## config.mk

```make
export PLATFORM = sky130hd
export DESIGN_NAME = pcx_rle_decoder
export DESIGN_NICKNAME = d
export VERILOG_FILES = /design/src/rtl/core/pcx_pkg.sv /design/src/rtl/core/pcx_front.sv /design/src/rtl/core/pcx_back.sv /design/src/rtl/core/pcx_rle_decoder.sv
export SDC_FILE = /design/constraint.sdc
export NUM_CORES = 1
export LEC_CHECK = 0
export CAP_MARGIN = 5
export CORE_MARGIN = 4
export CORE_UTILIZATION = 50
export CTS_CLUSTER_SIZE = 25
export DETAILED_ROUTE_END_ITERATION = 8
export DONT_BUFFER_PORTS = 1
export GPL_ROUTABILITY_DRIVEN = 0
export PLACE_DENSITY = 0.64
export SLEW_MARGIN = 20
export SYNTH_ARGS = -nofsm -noshare
export SYNTH_HDL_FRONTEND = slang
export SYNTH_HIERARCHICAL = 1
export SYNTH_SLANG_ARGS = --single-unit
```

## constraint.sdc

```tcl
create_clock -name clk -period 11.09 [get_ports clk]
set_clock_uncertainty 0.05 [all_clocks]
set_input_delay 1.109 -clock clk [delete_from_list [all_inputs] [get_ports clk]]
set_output_delay 1.109 -clock clk [all_outputs]
set_load 0.03 [all_outputs]
```

## src/rtl/core/pcx_pkg.sv

```systemverilog
package pcx_pkg;

  localparam int COUNT_WIDTH_DEF = 24;
  localparam int SIZE_W          = 24;
  localparam int BYTE_W          = 8;
  localparam int RUN_LEN_W       = 6;
  localparam int QUEUE_DEPTH     = 2;
  localparam int QPTR_W          = $clog2(QUEUE_DEPTH);

  localparam logic [1:0] COUNT_MARK = 2'b11;

  typedef enum logic [1:0] {
    KIND_BEGIN,
    KIND_COUNT,
    KIND_PLAIN
  } kind_t;

  typedef struct packed {
    kind_t              kind;
    logic [BYTE_W-1:0]  value;
  } cmd_t;

  typedef struct packed {
    logic running;
    logic pending;
  } stat_t;

endpackage

```

## src/rtl/core/pcx_front.sv

```systemverilog
module pcx_front (
  input  logic                clk,
  input  logic                rst,
  input  logic                in_valid,
  output logic                in_stall,
  input  logic                action,
  input  logic [7:0]          data_byte,
  output pcx_pkg::cmd_t       cmd,
  output logic                cmd_valid,
  input  logic                cmd_pop
);
  import pcx_pkg::*;

  cmd_t                 queue [QUEUE_DEPTH];
  logic [QPTR_W-1:0]    wr_ptr;
  logic [QPTR_W-1:0]    rd_ptr;
  logic [QPTR_W:0]      fill;
  logic                 push;
  cmd_t                 classed;

  // classify the word on the way in
  always_comb begin
    classed.value = data_byte;
    priority if (action) begin
      classed.kind = KIND_BEGIN;
    end else if (data_byte[7:6] == COUNT_MARK) begin
      classed.kind = KIND_COUNT;
    end else begin
      classed.kind = KIND_PLAIN;
    end
  end

  assign in_stall  = (fill == (QPTR_W+1)'(QUEUE_DEPTH));
  assign push      = in_valid && !in_stall;
  assign cmd_valid = (fill != '0);
  assign cmd       = queue[rd_ptr];

  always_ff @(posedge clk) begin
    if (push) begin
      queue[wr_ptr] <= classed;
    end
  end

  always_ff @(posedge clk) begin
    if (rst) begin
      wr_ptr <= '0;
      rd_ptr <= '0;
      fill   <= '0;
    end else begin
      if (push) begin
        wr_ptr <= wr_ptr + 1'b1;
      end
      if (cmd_pop) begin
        rd_ptr <= rd_ptr + 1'b1;
      end
      unique case ({push, cmd_pop})
        2'b10:   fill <= fill + 1'b1;
        2'b01:   fill <= fill - 1'b1;
        default: fill <= fill;
      endcase
    end
  end

endmodule

```

## src/rtl/core/pcx_back.sv

```systemverilog
module pcx_back #(
  parameter int COUNT_WIDTH = pcx_pkg::COUNT_WIDTH_DEF
) (
  input  logic                clk,
  input  logic                rst,
  input  logic                cfg_valid,
  input  logic [23:0]         cfg_data,
  input  pcx_pkg::cmd_t       cmd,
  input  logic                cmd_valid,
  output logic                cmd_pop,
  output pcx_pkg::stat_t      stat,
  output logic                out_valid,
  input  logic                out_stall,
  output logic [7:0]          pixel_byte,
  output logic                last_of_run,
  output logic                image_complete
);
  import pcx_pkg::*;

  localparam logic [32:0] COUNT_MAX = (33'd1 << COUNT_WIDTH) - 33'd1;

  typedef enum logic {
    ST_IDLE,
    ST_RUN
  } state_t;

  state_t                  state;
  logic [SIZE_W-1:0]       image_bytes;
  logic                    pend;
  logic [RUN_LEN_W-1:0]    plen;
  logic [COUNT_WIDTH-1:0]  bw;
  logic [RUN_LEN_W-1:0]    cnt;
  logic [BYTE_W-1:0]       val;

  logic [32:0]             size_ext;
  logic [COUNT_WIDTH-1:0]  eff;
  logic [COUNT_WIDTH-1:0]  remain;
  logic [COUNT_WIDTH-1:0]  bw_inc;
  logic                    full;
  logic                    load_ok;
  logic                    emit_req;
  logic [RUN_LEN_W-1:0]    emit_len;
  logic [RUN_LEN_W-1:0]    n;
  logic                    emit_first;
  logic                    run_load;
  logic                    complete_hit;

  // saturate the configured size to the counter range
  assign size_ext     = 33'(image_bytes);
  assign eff          = (size_ext > COUNT_MAX) ? COUNT_MAX[COUNT_WIDTH-1:0]
                                               : size_ext[COUNT_WIDTH-1:0];
  assign full         = (bw >= eff);
  assign remain       = full ? '0 : (eff - bw);
  assign bw_inc       = bw + 1'b1;
  assign complete_hit = (bw_inc == eff);
  assign load_ok      = !out_valid || !out_stall;

  always_comb begin
    emit_req = 1'b0;
    emit_len = '0;
    if (state == ST_IDLE && cmd_valid && cmd.kind != KIND_BEGIN) begin
      if (pend) begin
        emit_req = 1'b1;
        emit_len = plen;
      end else if (!full && cmd.kind == KIND_PLAIN) begin
        emit_req = 1'b1;
        emit_len = RUN_LEN_W'(1);
      end
    end
  end

  // clip the run to what is left of the image
  assign n          = (remain < COUNT_WIDTH'(emit_len)) ? remain[RUN_LEN_W-1:0] : emit_len;
  assign emit_first = emit_req && (n != '0) && load_ok;
  assign cmd_pop    = (state == ST_IDLE) && cmd_valid && (!emit_req || n == '0 || load_ok);
  assign run_load   = (state == ST_RUN) && load_ok;

  assign stat.running = (state == ST_RUN);
  assign stat.pending = pend;

  always_ff @(posedge clk) begin
    if (rst) begin
      state       <= ST_IDLE;
      image_bytes <= SIZE_W'(1);
      pend        <= 1'b0;
      plen        <= '0;
      bw          <= '0;
      cnt         <= '0;
      out_valid   <= 1'b0;
    end else begin
      if (cfg_valid) begin
        image_bytes <= cfg_data;
      end
      if (emit_first || run_load) begin
        out_valid <= 1'b1;
      end else if (!out_stall) begin
        out_valid <= 1'b0;
      end
      if (emit_first) begin
        pixel_byte     <= cmd.value;
        last_of_run    <= (n == RUN_LEN_W'(1));
        image_complete <= complete_hit;
        bw             <= bw_inc;
        if (n != RUN_LEN_W'(1)) begin
          state <= ST_RUN;
          cnt   <= n - 1'b1;
          val   <= cmd.value;
        end
      end
      if (run_load) begin
        pixel_byte     <= val;
        last_of_run    <= (cnt == RUN_LEN_W'(1));
        image_complete <= complete_hit;
        bw             <= bw_inc;
        cnt            <= cnt - 1'b1;
        if (cnt == RUN_LEN_W'(1)) begin
          state <= ST_IDLE;
        end
      end
      if (cmd_pop) begin
        unique case (cmd.kind)
          KIND_BEGIN: begin
            pend <= 1'b0;
            plen <= '0;
            bw   <= '0;
          end
          KIND_COUNT: begin
            if (pend) begin
              pend <= 1'b0;
              plen <= '0;
            end else if (!full) begin
              pend <= 1'b1;
              plen <= cmd.value[RUN_LEN_W-1:0];
            end
          end
          KIND_PLAIN: begin
            pend <= 1'b0;
            plen <= '0;
          end
          default: ;
        endcase
      end
    end
  end

endmodule

```

## src/rtl/core/pcx_rle_decoder.sv

```systemverilog
// PCX run-length decoder. Each input word is either a begin action, which
// restarts the image count, or one encoded stream byte. Literals stream at
// one word a cycle while no run is active and out_stall is low; a count byte
// and its value byte take two input words and then produce up to 63 output
// words, one per cycle, during which the input side keeps filling a two-entry
// command queue and then stalls. Output rate is set by the single output
// register of the run engine: one decoded byte per cycle when out_stall is low.
// Runs are clipped at the configured image size, and once the image is full
// all data words are dropped until the next begin. Write image_bytes only
// while the block is idle; cfg_ready is always high.
module pcx_rle_decoder #(
  parameter int COUNT_WIDTH = pcx_pkg::COUNT_WIDTH_DEF
) (
  input  logic        clk,
  input  logic        rst,
  input  logic        in_valid,
  output logic        in_stall,
  input  logic        action,
  input  logic [7:0]  data_byte,
  output logic        out_valid,
  input  logic        out_stall,
  output logic [7:0]  pixel_byte,
  output logic        last_of_run,
  output logic        image_complete,
  input  logic        cfg_valid,
  output logic        cfg_ready,
  input  logic [23:0] cfg_data
);
  import pcx_pkg::*;

  cmd_t   cmd;
  logic   cmd_valid;
  logic   cmd_pop;
  stat_t  stat;

  assign cfg_ready = 1'b1;

  pcx_front u_front (
    .clk       (clk),
    .rst       (rst),
    .in_valid  (in_valid),
    .in_stall  (in_stall),
    .action    (action),
    .data_byte (data_byte),
    .cmd       (cmd),
    .cmd_valid (cmd_valid),
    .cmd_pop   (cmd_pop)
  );

  pcx_back #(
    .COUNT_WIDTH (COUNT_WIDTH)
  ) u_back (
    .clk            (clk),
    .rst            (rst),
    .cfg_valid      (cfg_valid && cfg_ready),
    .cfg_data       (cfg_data),
    .cmd            (cmd),
    .cmd_valid      (cmd_valid),
    .cmd_pop        (cmd_pop),
    .stat           (stat),
    .out_valid      (out_valid),
    .out_stall      (out_stall),
    .pixel_byte     (pixel_byte),
    .last_of_run    (last_of_run),
    .image_complete (image_complete)
  );

`ifndef SYNTH
  // the byte that fills the image always ends its run
  a_complete_is_last: assert property (@(posedge clk) disable iff (rst)
    out_valid && image_complete |-> last_of_run)
    else $error("image_complete without last_of_run");

  // hold the queue head while a run is being emitted
  a_no_pop_in_run: assert property (@(posedge clk) disable iff (rst)
    stat.running |-> !cmd_pop)
    else $error("command popped during a run");

  a_no_pending_in_run: assert property (@(posedge clk) disable iff (rst)
    stat.running |-> !stat.pending)
    else $error("count pending while a run is active");
`endif

endmodule

```

==> results_dict.tcl, run 1 <==
set metrics [dict create \
    cts_tree "done" \
    period_needed_ps 7430 \
    rsz0062_at_grt "no" \
    num_vias 6003 \
    cp_num_buf_inv 3 \
    p_switching_mw 0.404 \
    rows 43 \
    fp.dieW_um 128 \
    max_stage_delay_ps 570 \
    fmaxAchievable_mhz 135 \
    worstSetupEndpointType "flop" \
    drtAntennaViolNets 0 \
    crit_arrival_ps 7680 \
    syn_to_final_growth_pct 5.46 \
    synth_nets 902 \
    crit_path_top_delay_cell "or4_4" \
    numCtsBuffers 9 \
    hold_violations 0 \
    diodes 0 \
    drive_above_1_share_pct 6.66 \
    critPathTopFamily "simple AND/OR/NAND/NOR gates" \
    grt_pass1_wl_mm 28.2 \
    cts_resized 0 \
    fp.dieH_um 128 \
    first_pass_iters 7 \
    final_cells 991 \
    path_clk_slew_ps 80 \
    cts-root-buf "clkbuf_16" \
    grt_max_degree 45 \
    netSwitchingFraction_pct 35.1 \
    synth_area_um2 7150 \
    status "complete, no violations" \
    die_area_um2 16300 \
    postCtsHoldBufs 0 \
    powerDensity_nw_per_um2 153 \
    finalSetupViolCount 0 \
    p_int_mw 0.748 \
    cts_setup_buffers 0 \
    netlist_instances 827 \
    wl_per_cell_um 17.0 \
    core_region_area_um2 13900 \
    fin_tns_setup_ps 0 \
    cpMostUsedCell "ha_1" \
    drc_errors 0 \
    io_buffers 0 \
    path_class "reg2reg" \
    htree_levels 3 \
    vias_per_cell 6.06 \
    period_share_pct 67.0 \
    min_path_type "reg2reg" \
    final_common_cell "nand2_1" \
    cp_max_fo 9 \
    p_comb_share_pct 31.1 \
    fin_util_pct 54.1 \
    routed_wl_mm 16.9 \
    p_clk_share_pct 28.4 \
    clk_path_buf_depth 2 \
    critPathRequiredTime_ps 11340 \
    cap_violations 0 \
    drv_slew 0 \
    drtIter0Drc 407 \
    grtUsageTotal_pct 21.2 \
    nets 881 \
    p_leak_nw 2.95 \
    peakVddDrop_v 0.000120 \
    startpoint_type "flop" \
    grt_pass1_vias 5751 \
    synth_warnings 6 \
    start_util_pct 51.3 \
    synth_area_per_cell_um2 8.64 \
    dp_cells 974 \
    final_cell_mix "nand2_1, dfxtp_1, a21oi_1" \
    cts.sinks 106 \
    ioPinCount 51 \
    worst_skew_pair.late_latency_ps 370 \
    grt_antenna_before_repair 0 \
    maxSlewHeadroom_pct 38.3 \
    hpwl_mm 12.9 \
    seq_power_share_pct 40.4 \
    worst_pin_slew_ps 924 \
    overflow 0 \
]
-- sequential cells by signal, summed over array words and instances, names as in the netlist, 2 cells and up, named ones only --
name	flops
u_front/queue	20
u_back/pixel_byte	8
u_back/val	8
u_front/fill	2
u_back/bw	24
u_back/image_bytes	24
u_back/plen	6
u_back/cnt	6
-- cell type report --
type | instances | area (um^2)
Fill cell | 1263 | 6400
Multi-Input combinational cell | 639 | 4300
Sequential cell | 106 | 2500
Clock buffer | 9 | 225
Tap cell | 180 | 225
Inverter | 46 | 173
Clock inverter | 7 | 80.1
Timing Repair Buffer | 4 | 36.3
-- per-layer routing --
metal | track usage (%) | vias up | share of wire (%)
li1 | - | 2980 | -
met1 | 26.9 | 2841 | 45
met2 | 35.8 | 149 | 48
met3 | 4.68 | 33 | 4.9
met4 | 7.32 | 0 | 2.1
met5 | 0 | - | 0
-- final timing paths --
check / from / endpoint / slack, ps / depth (start not counted)
worst max-delay path: u_back/bw[20]$_SDFF_PP0_ / u_front/fill[1]$_SDFFE_PP0P_ / 3660 / 26
worst min-delay path: u_back/cnt[3]$_SDFFE_PP0P_ / u_back/cnt[3]$_SDFFE_PP0P_ / 430 / 2
worst max register to register: u_back/bw[20]$_SDFF_PP0_ / u_front/fill[1]$_SDFFE_PP0P_ / 3660 / 26
worst min register to register: u_back/cnt[3]$_SDFFE_PP0P_ / u_back/cnt[3]$_SDFFE_PP0P_ / 430 / 2
-- power groups by stage --
stage | clock [mW] | sequential [mW] | combinational, mW
3_5_place_dp | 0 | 0.475 | 0.355
2_1_floorplan | 0 | 0.463 | 0.297
3_3_place_gp | 0 | 0.474 | 0.349
5_1_grt | 0.354 | 0.470 | 0.400
4_1_cts | 0.339 | 0.466 | 0.357
6_report | 0.328 | 0.466 | 0.359
-- worst register-to-register path: stages (launching register included) --
cell     delay [ps]
dfxtp_1         430
inv_1           100
ha_1            440
nand2_1         150
or3_1           400
or4_4           570
and2_1          290
nand2_1         120
inv_1            60
ha_1            310
a21o_1          180
a211o_1         290
a221o_1         320
o21ba_2         230
nand4_1          80
nor4_1          380
nand4_2         190
o21ai_1         550
mux2i_1         430
ha_1            240
inv_1            80
nor3_2          380
nor3_1          110
nor2_1          210
ha_1            300
or3_1           350
a21oi_1         140
-- per-stage QoR --
stage | hold slack [ps] | setup WS (ps) | power [mW] | instance area (um^2)
after floorplan | 402 | 4570 | 0.760 | 7150
after detailed placement | 416 | 3470 | 0.830 | 7220
after global routing | 469 | 3090 | 1.22 | 7540
after CTS | 428 | 3400 | 1.16 | 7520
final | 428 | 3660 | 1.15 | 7540
after global placement | 412 | 3730 | 0.823 | 7220
(Power assumes the default switching activity.)
==> run 2, diff against run 1 <==
==> constraint.sdc (replaced) <==
create_clock -name clk -period 7.2 [get_ports clk]
set_clock_uncertainty 0.05 [all_clocks]
set_input_delay 0.72 -clock clk [delete_from_list [all_inputs] [get_ports clk]]
set_output_delay 0.72 -clock clk [all_outputs]
set_load 0.03 [all_outputs]
==> run 2 against run 1 <==
Against the previous run: critical path depth down 1; fmax rose by 9.6%; wire length is 1.0% higher; combinational power up 62%; clock-buffer cell count unchanged; final area is 1.4% higher; flip-flop and latch count did not move; die area stayed put; first-iteration DRC count decreased by 14%.
==> results_dict.tcl, run 2 (same netlist as run 1, synthesis figures left out) <==
set metrics [dict create \
    drive_above_1_share_pct 8.79 \
    powerDensity_nw_per_um2 235 \
    clk_path_buf_depth 2 \
    start_util_pct 51.3 \
    io_buffers 0 \
    grtUsageTotal_pct 21.1 \
    cp_max_fo 9 \
    path_clk_slew_ps 90 \
    rr_startpoint "u_back/bw[20]$_SDFF_PP0_" \
    vias_per_cell 6.09 \
    cts_tree "done" \
    final_cells 999 \
    place_area_um2 7260 \
    max_stage_delay_ps 570 \
    grt_antenna_before_repair 0 \
    postCtsHoldBufs 0 \
    r2r_slack_ps 430 \
    holdCritStartpoint "rst" \
    ff2ff_path_depth 25 \
    power_mw 1.80 \
    cpMostUsedCell "inv_1" \
    worst_pin_slew_ps 951 \
    critPathTopFamily "simple AND/OR/NAND/NOR gates" \
    design_area_um2 7640 \
    dp_cells 980 \
    numCtsBuffers 9 \
    rows 43 \
    grt_pass1_wl_mm 27.9 \
    ioPinCount 51 \
    crit_path_top_delay_cell "or4_4" \
    hold_end "u_front/rd_ptr$_SDFFE_PP0P_" \
    hold_depth 1 \
    cts-root-buf "clkbuf_16" \
    htree_levels 3 \
    drc_errors 0 \
    critPathRequiredTime_ps 7220 \
    dp_slack_ps 201 \
    overflow 0 \
    min_path_type "in2reg" \
    layout_setup_ws_ps 426 \
    routed_wl_mm 17.0 \
    diodes 0 \
    syn_to_final_growth_pct 6.90 \
    grt_max_degree 45 \
    final_cell_mix "nand2_1, dfxtp_1, a21oi_1" \
    period_needed_ps 6770 \
    crit_arrival_ps 6800 \
    startpoint_type "flop" \
    reg_top3 "u_back/bw (24), u_back/image_bytes (24), u_front/queue (20)" \
    nets 889 \
    period_share_pct 94.1 \
    num_vias 6079 \
    worstSetupEndpointType "flop" \
    path_class "reg2reg" \
    p_leak_nw 3.00 \
    drv_slew 0 \
    peakVddDrop_v 0.000235 \
    grt_pass1_vias 5679 \
    worst_skew_pair.late_latency_ps 370 \
    cp_num_buf_inv 5 \
    status "complete, no violations" \
    core_region_area_um2 13900 \
    die_area_um2 16300 \
    fp.dieW_um 128 \
    r2r_end "u_back/val[6]$_DFFE_PP_" \
    fmaxAchievable_mhz 148 \
    maxSlewHeadroom_pct 36.5 \
    fp.dieH_um 128 \
    hold_violations 0 \
    drtAntennaViolNets 0 \
    drtIter0Drc 349 \
    final_common_cell "nand2_1" \
    cts.sinks 106 \
    first_pass_iters 5 \
    finalSetupViolCount 0 \
    hpwl_mm 13.0 \
    wl_per_cell_um 17.0 \
    cap_violations 0 \
]
-- run 2: cell types whose count changed in the layout (fill, tap and decap cells not counted), moves of 2 or more --
| cell | before | now |
|---|---|---|
| inv_8 | 2 | 4 |
| ha_2 | 0 | 5 |
| ha_1 | 36 | 31 |
| clkinv_8 | 2 | 0 |
| buf_4 | 3 | 12 |
-- run 2: final cells by class --
| cell class | count | area [um^2] |
|---|---|---|
| Fill cell | 1262 | 6290 |
| Multi-Input combinational cell | 639 | 4350 |
| Sequential cell | 106 | 2500 |
| Clock buffer | 9 | 225 |
| Tap cell | 180 | 225 |
| Inverter | 46 | 173 |
| Timing Repair Buffer | 12 | 90.1 |
| Clock inverter | 7 | 71.3 |
-- run 2: report_power, final --
group,switching (mW),internal (mW)
Combinational,0.334,0.246
Sequential,0.0430,0.676
Clock,0.253,0.248
-- run 2: worst max-delay path by stage --
| stage | start | endpoint | slack, ps | cells after the start |
|---|---|---|---|---|
| 6_report | u_back/bw[20]$_SDFF_PP0_ | u_back/val[6]$_DFFE_PP_ | 430 | 25 |
| 5_1_grt | u_back/bw[18]$_SDFF_PP0_ | u_front/fill[1]$_SDFFE_PP0P_ | -40 | 27 |
| 4_1_cts | u_back/bw[20]$_SDFF_PP0_ | u_front/fill[1]$_SDFFE_PP0P_ | 150 | 26 |
| 3_5_place_dp | u_back/bw[20]$_SDFF_PP0_ | u_front/fill[1]$_SDFFE_PP0P_ | 200 | 26 |
| 3_3_place_gp | u_back/bw[20]$_SDFF_PP0_ | u_front/fill[1]$_SDFFE_PP0P_ | 440 | 27 |
| 2_1_floorplan | u_back/bw[19]$_SDFF_PP0_ | u_front/fill[1]$_SDFFE_PP0P_ | 680 | 28 |
-- run 2: through the flow --
| step | util (%) | hold slack [ps] | TNS (ps) |
|---|---|---|---|
| floorplan | - | 402 | 0 |
| global placement | 52.1 | 414 | 0 |
| detailed placement | 52.1 | 420 | 0 |
| CTS | 54.3 | 354 | 0 |
| global route | 54.8 | 348 | -36.1 |
| finish | 54.8 | 365 | 0 |
-- run 2: timing repair --
action,CTS,global route
resized for setup,0,13
setup endpoints to repair,0,52
buffers inserted,0,3
-- run 2: per-layer routing --
| metal | share of wire [%] | global-route usage [%] | vias up |
|---|---|---|---|
| met5 | 0 | 0 | - |
| met4 | 2.8 | 8.39 | 0 |
| li1 | - | - | 3000 |
| met1 | 43 | 25.9 | 2863 |
| met3 | 5.5 | 5.10 | 41 |
| met2 | 49 | 35.6 | 175 |
==> run 3, diff against run 2 <==
--- a/config.mk
+++ b/config.mk
@@ -13,6 +13,7 @@
 export DONT_BUFFER_PORTS = 1
 export GPL_ROUTABILITY_DRIVEN = 0
 export PLACE_DENSITY = 0.64
+export REMOVE_ABC_BUFFERS = 1
 export SLEW_MARGIN = 20
 export SYNTH_ARGS = -nofsm -noshare
 export SYNTH_HDL_FRONTEND = slang
==> run 3 against run 2 <==
Against the previous run: sequential power barely moved; non-clock buffer count down 5; setup slack got worse by 82 ps; largest power group unchanged; clock-buffer cell count rose by 1; clock power decreased by 2%; fmax is 1.2% lower; flip-flop and latch count stayed put.
==> results_dict.tcl, run 3 (same netlist as run 1, synthesis figures left out) <==
set metrics [dict create \
    multi_input_area_um2 4320 \
    hpwl_mm 12.8 \
    worstSetupEndpointType "flop" \
    grt_pass1_vias 5770 \
    cts_tree "done" \
    finalSetupViolCount 0 \
    register_area_um2 2500 \
    rsz0062_at_grt "no" \
    wl_per_cell_um 17.0 \
    clk_path_buf_depth 2 \
    cp_max_fo 8 \
    numCtsBuffers 9 \
    fp.dieH_um 128 \
    final_cell_mix "nand2_1, dfxtp_1, a21oi_1" \
    first_pass_iters 5 \
    drtAntennaViolNets 0 \
    p_leak_nw 2.97 \
    cap_violations 0 \
    htree_levels 3 \
    period_needed_ps 6860 \
    start_util_pct 51.3 \
    drv_slew 0 \
    max_stage_delay_ps 570 \
    routed_wl_mm 16.9 \
    crit_path_top_delay_cell "or4_4" \
    critPathRequiredTime_ps 7440 \
    powerDensity_nw_per_um2 236 \
    worst_pin_slew_ps 910 \
    worst_skew_pair.late_latency_ps 360 \
    syn_to_final_growth_pct 5.86 \
    ioPinCount 51 \
    crit_arrival_ps 7100 \
    use_met2_pct 33.5 \
    drc_errors 0 \
    peakVddDrop_v 0.000114 \
    filler_cell_count 1263 \
    diodes 0 \
    hold_violations 0 \
    nets 884 \
    path_clk_slew_ps 70 \
    grt_max_degree 49 \
    io_buffers 0 \
    status "complete, no violations" \
    num_vias 5990 \
    cts-root-buf "clkbuf_16" \
    overflow 0 \
    grt_most_used_layer "met2" \
    cts_setup_buffers 0 \
    maxSlewHeadroom_pct 39.2 \
    drtIter0Drc 377 \
    period_share_pct 95.2 \
    path_class "reg2reg" \
    cts.sinks 106 \
    reg_top3 "u_back/bw (24), u_back/image_bytes (24), u_front/queue (20)" \
    min_path_type "in2reg" \
    startpoint_type "flop" \
    dp_slack_ps 119 \
    cp_num_buf_inv 3 \
    cpMostUsedCell "ha_1" \
    met3_usage_pct 4.22 \
    fin_tns_setup_ps 0 \
    final_common_cell "nand2_1" \
    fmaxAchievable_mhz 146 \
    grt_antenna_before_repair 0 \
    core_region_area_um2 13900 \
    rows 43 \
    critPathTopFamily "simple AND/OR/NAND/NOR gates" \
    grt_pass1_wl_mm 28.2 \
    drive_above_1_share_pct 7.49 \
    vias_per_cell 6.03 \
    grtUsageTotal_pct 21.3 \
    fp.dieW_um 128 \
    gr-usage-met1_pct 29.2 \
    layout_setup_ws_ps 344 \
    die_area_um2 16300 \
    postCtsHoldBufs 0 \
]
[run 3: changes by cell type in the layout (fill, tap and decap cells not counted), moves of 2 or more]
cell,before,now
ha_1,31,35
buf_4,12,7
ha_2,5,1
inv_8,4,2
[run 3: final timing paths]
| path | startpoint | end | slack, ps | cells after the start |
|---|---|---|---|---|
| worst max register to register | u_back/bw[19]$_SDFF_PP0_ | u_front/fill[1]$_SDFFE_PP0P_ | 340 | 26 |
| worst min-delay path | rst | u_front/wr_ptr$_SDFFE_PP0P_ | 370 | 1 |
| worst max-delay path | u_back/bw[19]$_SDFF_PP0_ | u_front/fill[1]$_SDFFE_PP0P_ | 340 | 26 |
| worst min register to register | u_back/cnt[3]$_SDFFE_PP0P_ | u_back/cnt[3]$_SDFFE_PP0P_ | 430 | 2 |
[run 3: metrics by stage]
stage	cells	area [um^2]	power [mW]	hold WS [ps]	utilization, %
after global routing	994	7570	1.89	353	54.3
after detailed placement	978	7250	1.29	420	52.0
after floorplan	791	6970	1.15	397	-
after CTS	994	7540	1.79	360	54.1
after global placement	978	7250	1.27	408	52.0
final	994	7570	1.78	370	54.3
[run 3: per-layer routing]
metal  wire, um  vias up
met5          0        -
met4        356        0
met3        761       27
met2       7650      155
met1       8110     2813
li1           -     2995
[run 3: cell type report]
class	instances	share of cell area [%]
multi-input cells	639	57.1
flip-flops and latches	106	33.1
clock buffers	10	3.16
well taps	180	2.98
inverters	46	2.28
clock inverters	6	0.744
repair buffers	7	0.694
[run 3: repair_timing]
action | 4_1_cts | 5_1_grt
endpoints found under the hold margin | 0 | 0
resized for setup | 0 | 5
setup endpoints to repair | 0 | 36
[run 3: where the power goes]
part	internal (mW)	switching [mW]
combinational	0.235	0.340
clock	0.252	0.238
sequential	0.676	0.0407
total	1.16	0.620
